===== src/rct_pkg.sv =====
`default_nettype none
package rct_pkg;

   localparam int FieldLimit = 32;
   localparam int CountBits  = 32;
   localparam int TallyBits  = 16;
   localparam int MaxRes     = 3;

   localparam logic [7:0] ChStar   = 8'h2A;
   localparam logic [7:0] ChDollar = 8'h24;
   localparam logic [7:0] ChCr     = 8'h0D;
   localparam logic [7:0] ChLf     = 8'h0A;
   localparam logic [7:0] ChSpace  = 8'h20;
   localparam logic [7:0] ChTab    = 8'h09;
   localparam logic [7:0] ChVt     = 8'h0B;
   localparam logic [7:0] ChFf     = 8'h0C;
   localparam logic [7:0] ChPlus   = 8'h2B;
   localparam logic [7:0] ChMinus  = 8'h2D;
   localparam logic [7:0] ChZero   = 8'h30;
   localparam logic [7:0] ChNine   = 8'h39;

   typedef enum logic [1:0] {
      KIND_BYTE    = 2'd0,
      KIND_DONE_TK = 2'd1,
      KIND_DISCARD = 2'd2,
      KIND_MSG_END = 2'd3
   } kind_type;

   typedef enum logic [2:0] {
      PH_HEADER  = 3'd0,
      PH_DOLLAR  = 3'd1,
      PH_LENGTH  = 3'd2,
      PH_PAYLOAD = 3'd3,
      PH_SKIP    = 3'd4,
      PH_DONE    = 3'd5
   } phase_type;

   typedef struct packed {
      logic [7:0] in_byte;
      logic       msg_last;
   } req_type;

   typedef struct packed {
      logic [7:0]  out_byte;
      logic [1:0]  out_kind;
      logic [15:0] tokens_found;
      logic        stopped_early;
      logic        run_last;
   } rsp_type;

   // classified beat handed from front to back: up to three results
   typedef struct packed {
      logic [MaxRes-1:0] valid;
      rsp_type [MaxRes-1:0] res;
   } bundle_type;

   function automatic logic is_space(input logic [7:0] c);
      is_space = (c == ChSpace) || (c == ChTab) || (c == ChLf) || (c == ChVt) ||
                 (c == ChFf) || (c == ChCr);
   endfunction

endpackage
`default_nettype wire


===== src/rct_back.sv =====
`default_nettype none
module rct_back (
   input  wire logic                clock,
   input  wire logic                reset,
   input  wire logic                bundle_push,
   input  wire rct_pkg::bundle_type bundle,
   output logic                     full,
   output logic                     empty,
   input  wire logic                pop,
   output rct_pkg::rsp_type         rsp
);

   // two-entry bundle queue, then results unpacked one per pop
   rct_pkg::bundle_type q_ff [2];
   rct_pkg::bundle_type q0_in, q1_in;
   logic [1:0] cnt_ff, cnt_in;
   logic [1:0] sel_ff, sel_in;
   logic       do_push, do_pop, head_done;
   logic [rct_pkg::MaxRes-1:0] rem;

   assign do_push = bundle_push && bundle.valid != '0;
   assign empty   = cnt_ff == 2'd0;
   assign full    = cnt_ff == 2'd2;
   assign rsp     = q_ff[0].res[sel_ff];
   assign do_pop  = pop && !empty;
   assign rem     = q_ff[0].valid >> (sel_ff + 2'd1);
   assign head_done = do_pop && rem[0] == 1'b0;

   always_comb begin
      q0_in = q_ff[0]; q1_in = q_ff[1]; cnt_in = cnt_ff; sel_in = sel_ff;
      if (do_pop) sel_in = head_done ? 2'd0 : sel_ff + 2'd1;
      if (head_done) begin
         q0_in = q_ff[1];
         cnt_in = cnt_in - 2'd1;
      end
      if (do_push) begin
         if (cnt_in == 2'd0) q0_in = bundle;
         else q1_in = bundle;
         cnt_in = cnt_in + 2'd1;
      end
   end

   always_ff @(posedge clock) begin
      if (reset) begin
         cnt_ff <= '0;
         sel_ff <= '0;
      end else begin
         cnt_ff <= cnt_in;
         sel_ff <= sel_in;
      end
      q_ff[0] <= q0_in;
      q_ff[1] <= q1_in;
   end

   assert property (@(posedge clock) disable iff (reset) cnt_ff != 2'd3)
      else $error("queue overflow");
   assert property (@(posedge clock) disable iff (reset)
      !empty |-> q_ff[0].valid[sel_ff])
      else $error("head points at empty slot");
   assert property (@(posedge clock) disable iff (reset)
      head_done |-> rsp.run_last)
      else $error("bundle retired without last mark");

endmodule
`default_nettype wire


===== config.mk =====
export PLATFORM = sky130hd
export DESIGN_NAME = rct_back
export DESIGN_NICKNAME = d
export VERILOG_FILES = /design/src/rct_pkg.sv /design/src/rct_back.sv
export SDC_FILE = /design/constraint.sdc
export NUM_CORES = 1
export LEC_CHECK = 0
export ABC_AREA = 0
export BUFFER_PORTS_ARGS = -buffer_cell sky130_fd_sc_hd__buf_4
export CORE_ASPECT_RATIO = 1.25
export CORE_MARGIN = 3
export CORE_UTILIZATION = 60
export DETAILED_ROUTE_END_ITERATION = 7
export PLACE_DENSITY_LB_ADDON = 0.05
export SETUP_SLACK_MARGIN = 0.15
export SLEW_MARGIN = 20
export SYNTH_ARGS = -nofsm -noshare
export SYNTH_HDL_FRONTEND = slang
export SYNTH_SLANG_ARGS = --single-unit
export TNS_END_PERCENT = 100

===== constraint.sdc =====
create_clock -name clock -period 18.7 [get_ports clock]
set_input_delay 0.935 -clock clock [delete_from_list [all_inputs] [get_ports clock]]
set_output_delay 0.935 -clock clock [all_outputs]
set_load 0.1 [all_outputs]

Word level (Yosys, flattened, before mapping)
Memories as Yosys holds them, arrays and structs flattened.
Index checks and enable logic that the tools add are counted.
{ "totals": {"register_bits": 4, "ram_bits": 174, "out_inout_bits": 30, "mem_count": 1} }
{ "classes": {"n_addsub": 3, "magnitude_cmp": 1, "n_eq_ne": 1, "shift": 1, "muxes": 10, "bitwise_logic": 1, "n_reduce_logical": 7} }
{ "memory_table": {"columns": ["memory", "words", "width", "read_ports", "rd_clocked_by_memory_dff", "wr", "line_no", "text"], "rows": [
  ["q_ff", 2, 87, 2, 0, 2, "rct_back.sv:14", "rct_pkg::bundle_type q_ff [2];"]
]} }
{ "op_table": {"columns": ["operator", "count"], "rows": [
  ["87-bit 2-to-1 mux", 5],
  ["28-bit binary-select mux with 2-bit select", 1],
  ["28-bit 2-to-1 mux", 1],
  ["2-bit 2-to-1 mux", 3],
  ["2-bit by 1-bit adder with 2-bit output, second input constant", 2],
  ["2-bit logical NOT", 2],
  ["1-bit logical AND", 3],
  ["2-bit by 3-bit less-than comparator with 1-bit output, second input constant", 1],
  ["3-bit nonzero test", 1],
  ["3-bit by 2-bit >> shifter with 1-bit output", 1],
  ["2-bit == test, second input constant", 1],
  ["2-bit by 1-bit subtractor with 2-bit output, second input constant", 1],
  ["1-bit logical NOT", 1],
  ["1-bit NOT", 1]
]} }

Longest topological paths before layout
{ "logic_depth": {"ltp_word": 8, "depth_mapped": 12} }

Worst setup path before layout
No wires, ideal clock.
{ "synth_timing": {"kind": "register to register", "startpoint": "register, netlist name cnt_ff[0]", "endpoint": "memory q_ff[0][100] (netlist name), enable pin", "setup_ns": 0.533, "arrival_time_ns": 5.858, "required_time_ns": 18.167, "path_slack_ns": 12.309, "path_stages_with_launch": 9, "path_buffers": 1, "period_less_slack_ns": 6.391, "path_cell_list": "dfxtp_1 inv_1 ha_1 nand2b_1 a211oi_2 buf_4 mux2_2 ha_1 nor2_1"} }
{ "synth_rtl": {"columns": ["item", "line_no"], "rows": [
  ["end, declared", "rct_back.sv:14"]
]} }

==> impl_metrics.yaml <==
status:
  status: "finished clean"
final_layout:
  syn2layout_area_growth_pct: 21.7
  layout-drive-gt1-share_pct: 23.4
  antenna_cells: 0
  fillCellCount: 752
  fin_cells: 844
  fin_nets: 790
synth:
  synth_cell_type_count: 24
  ys_seq_area_share_pct: 63.2
  ys_warn_count: 0
  synthFlopType: "dfxtp_1"
  ys_async_sr_fraction_pct: 0
  syn-cell-area_um2: 7020
  synthCells: 589
  syn_nets: 683
  ys_ff_latch: 178
  synth-edff-count: 87
  syn_area_per_cell_um2: 11.9
pwr:
  power.leakage_uw: 0.00319
  p_int_uw: 941
  p_per_area_nw_per_um2: 189
  swShare_pct: 41.8
  p_seq_share_pct: 38.0
  ir_drop_mv: 0.117
  power.share.clock_pct: 21.1
  comb_power_share_pct: 40.9
  power_switching_uw: 675
  total_power_uw: 1620
clock_network:
  clock-sinks: 178
  cts_tree: "yes"
  hold_buffers: 0
  clock_path_buffers: 2
  post-cts-setup-buffer-count: 0
  cts_max_level: 4
  numCtsBuffers: 17
  clock_latency_ns: 0.42
  cts.reportedPaths.clkPinSlew_ns: 0.06
  root_buffer: "clkbuf_16"
  cts_resized: 0
worst_setup_path:
  cpMaxStageDelayCell: "buf_6"
  reg2reg_depth: 11
  start_kind: "register"
  cp_cell_sequence: "inv_1, ha_1, nand2b_1, a211oi_4, buf_4, xnor2_1, ha_1, nand2_4, buf_6, nor2_1, a21oi_1"
  cp_data_arrival_time_ns: 4.19
  setup.worst_path.start: "cnt_ff[0]"
  timing.rr.start: "cnt_ff[0]"
  crit_fanout: 120
  max_stage_delay_ns: 0.71
  r2r_end: "q_ff[0][22]"
  worstPathRequired_ns: 19.05
  cp_common_cell: "ha_1"
  path_class: "reg -> reg"
  reg2reg_slack_ns: 14.85
  critPathCaptureType: "register"
timing:
  fmax_mhz: 260
  fin_setup_tns_ns: 0
  rsz0062_at_grt: "no"
  fin_crit_ns: 3.85
  post-route-period-util_pct: 20.6
  whs_ns: 0.540
  timing.final.max_slew_violations: 0
  setup_violations: 0
  finClkSkew_ns: 0.00843
  slew_headroom_pct: 41.7
  worst_pin_slew_ns: 0.874
  finalHoldViolCount: 0
drt:
  met2_length_um: 7120
  wirelength_um: 14000
  wl_met3_um: 703
  drc: 0
  highest_layer: "met4"
  ant_nets: 0
  wl_per_cell_um: 16.6
  met1_length_um: 5910
  via_per_inst: 5.52
  num_vias: 4656
  drt_iter0_markers: 216
  dr.pass1.iters: 4
global_route:
  grt.overflow.total: 0
  antenna_found_initial: 0
  grt_first_pass_wirelength_um: 22300
  grt.total_usage_pct: 22.2
  grt_pass1_vias: 4652
  grt_max_degree: 121
placed_design:
  gp_congestion: 0.748
  post-place-cells: 812
  port_buffers: 120
  hpwl_um: 8860
worst_hold_path:
  min_path_cells: 2
  hold_start: "q_ff[0][106]"
  hold_class: "reg -> reg"
  holdPathEnd: "q_ff[0][19]"
die:
  die_w_um: 103
  die-area_um2: 13000
  num_io_pins: 121
  core_area_um2: 11200
  std_cell_rows: 43
  start_util_pct: 62.4
  die_y_um: 127
job:
  drv_cap: 0
==> worst max-delay path by stage <==
stage	to	slack (ns)	cells after the start
detailed placement	q_ff[0][22]	14.34	10
floorplan	q_ff[0][100]	12.31	8
finish	q_ff[0][22]	14.85	11
global placement	q_ff[0][25]	14.56	9
CTS	q_ff[0][22]	14.57	11
global route	q_ff[0][22]	14.50	11
==> logic make-up after synthesis <==
family	count (synthesis)	synth area share (%)
adder cells (fa/ha/maj)	3	0.535
XOR/XNOR	1	0.125
buffers and inverters	41	3.37
AND/OR/NAND/NOR	127	6.95
multiplexers	119	17.1
flip-flops	178	63.2
AO/OA/AOI/OAI	120	8.79
==> cell usage after synthesis, types with 3 or more instances <==
cell type,n,area (um2)
edfxtp_1,87,2610
mux2i_1,116,1160
nor2_1,92,345
buf_4,6,45.0
o21ai_0,28,140
clkbuf_1,29,109
a21oi_1,88,440
ha_1,3,37.5
nand2_1,31,116
dfxtp_1,91,1820
buf_12,3,60.1
==> power groups by stage <==
stage	Sequential, uW	Combinational [uW]	Clock (uW)
2_1_floorplan	605	540	0
3_3_place_gp	615	646	0
3_5_place_dp	621	663	0
4_1_cts	615	665	347
5_1_grt	628	705	363
6_report	614	660	342
==> critical path: cells and delay by family, from the launching register on <==
| family | cells | cell delay (ns) |
|---|---|---|
| adders and majority gates | 2 | 0.53 |
| and+or+nand+nor | 3 | 0.81 |
| buffers and inverters | 3 | 1.37 |
| xor gates and xnor gates | 1 | 0.20 |
| AOI/OAI and AO/OA | 2 | 0.43 |
| DFF | 1 | 0.35 |
==> cells in the final DEF, fill, tap and decap left out, types with 2 or more instances in the layout <==
cell type | synthesis | routed
o21ai_0 | 28 | 28
edfxtp_1 | 87 | 87
clkbuf_8 | 0 | 4
clkbuf_16 | 0 | 17
dfxtp_1 | 91 | 90
mux2i_1 | 116 | 116
ha_1 | 3 | 3
buf_4 | 6 | 125
a21oi_1 | 88 | 88
inv_1 | 2 | 2
clkinv_4 | 0 | 4
clkinvlp_4 | 0 | 3
mux2_2 | 2 | 2
nor2_1 | 92 | 91
nand2_1 | 31 | 30
==> registers in the layout (all words and copies together) (netlist names) <==
register / count
cnt_ff: 2
q_ff: 174
sel_ff: 2
==> per-stage QoR <==
stage | worst slack (ns) | cell area (um2) | util (%)
4_1_cts | 14.57 | 8540 | 76.0
5_1_grt | 14.50 | 8550 | 76.0
2_1_floorplan | 12.31 | 7020 | -
3_3_place_gp | 14.56 | 7930 | 70.5
6_report | 14.85 | 8550 | 76.0
3_5_place_dp | 14.34 | 7960 | 70.8
==> cell type report <==
cell class              count  area, um2  share of cell area [%]
inverters                   2       7.51                  0.0878
flip-flops and latches    178       4440                    51.9
repair buffers            127        970                    11.3
clock buffers              22        484                    5.67
multi-input cells         370       2380                    27.8
clock inverters            10        101                    1.19
well taps                 135        169                    1.98
==> per-layer routing <==
metal | global-route usage (%) | vias to the layer above
li1 | - | 2317
met1 | 27.1 | 2206
met2 | 37.0 | 115
met3 | 6.11 | 18
met4 | 8.54 | 0
met5 | 0 | -
No activity file was read; power rests on OpenSTA's default activity.
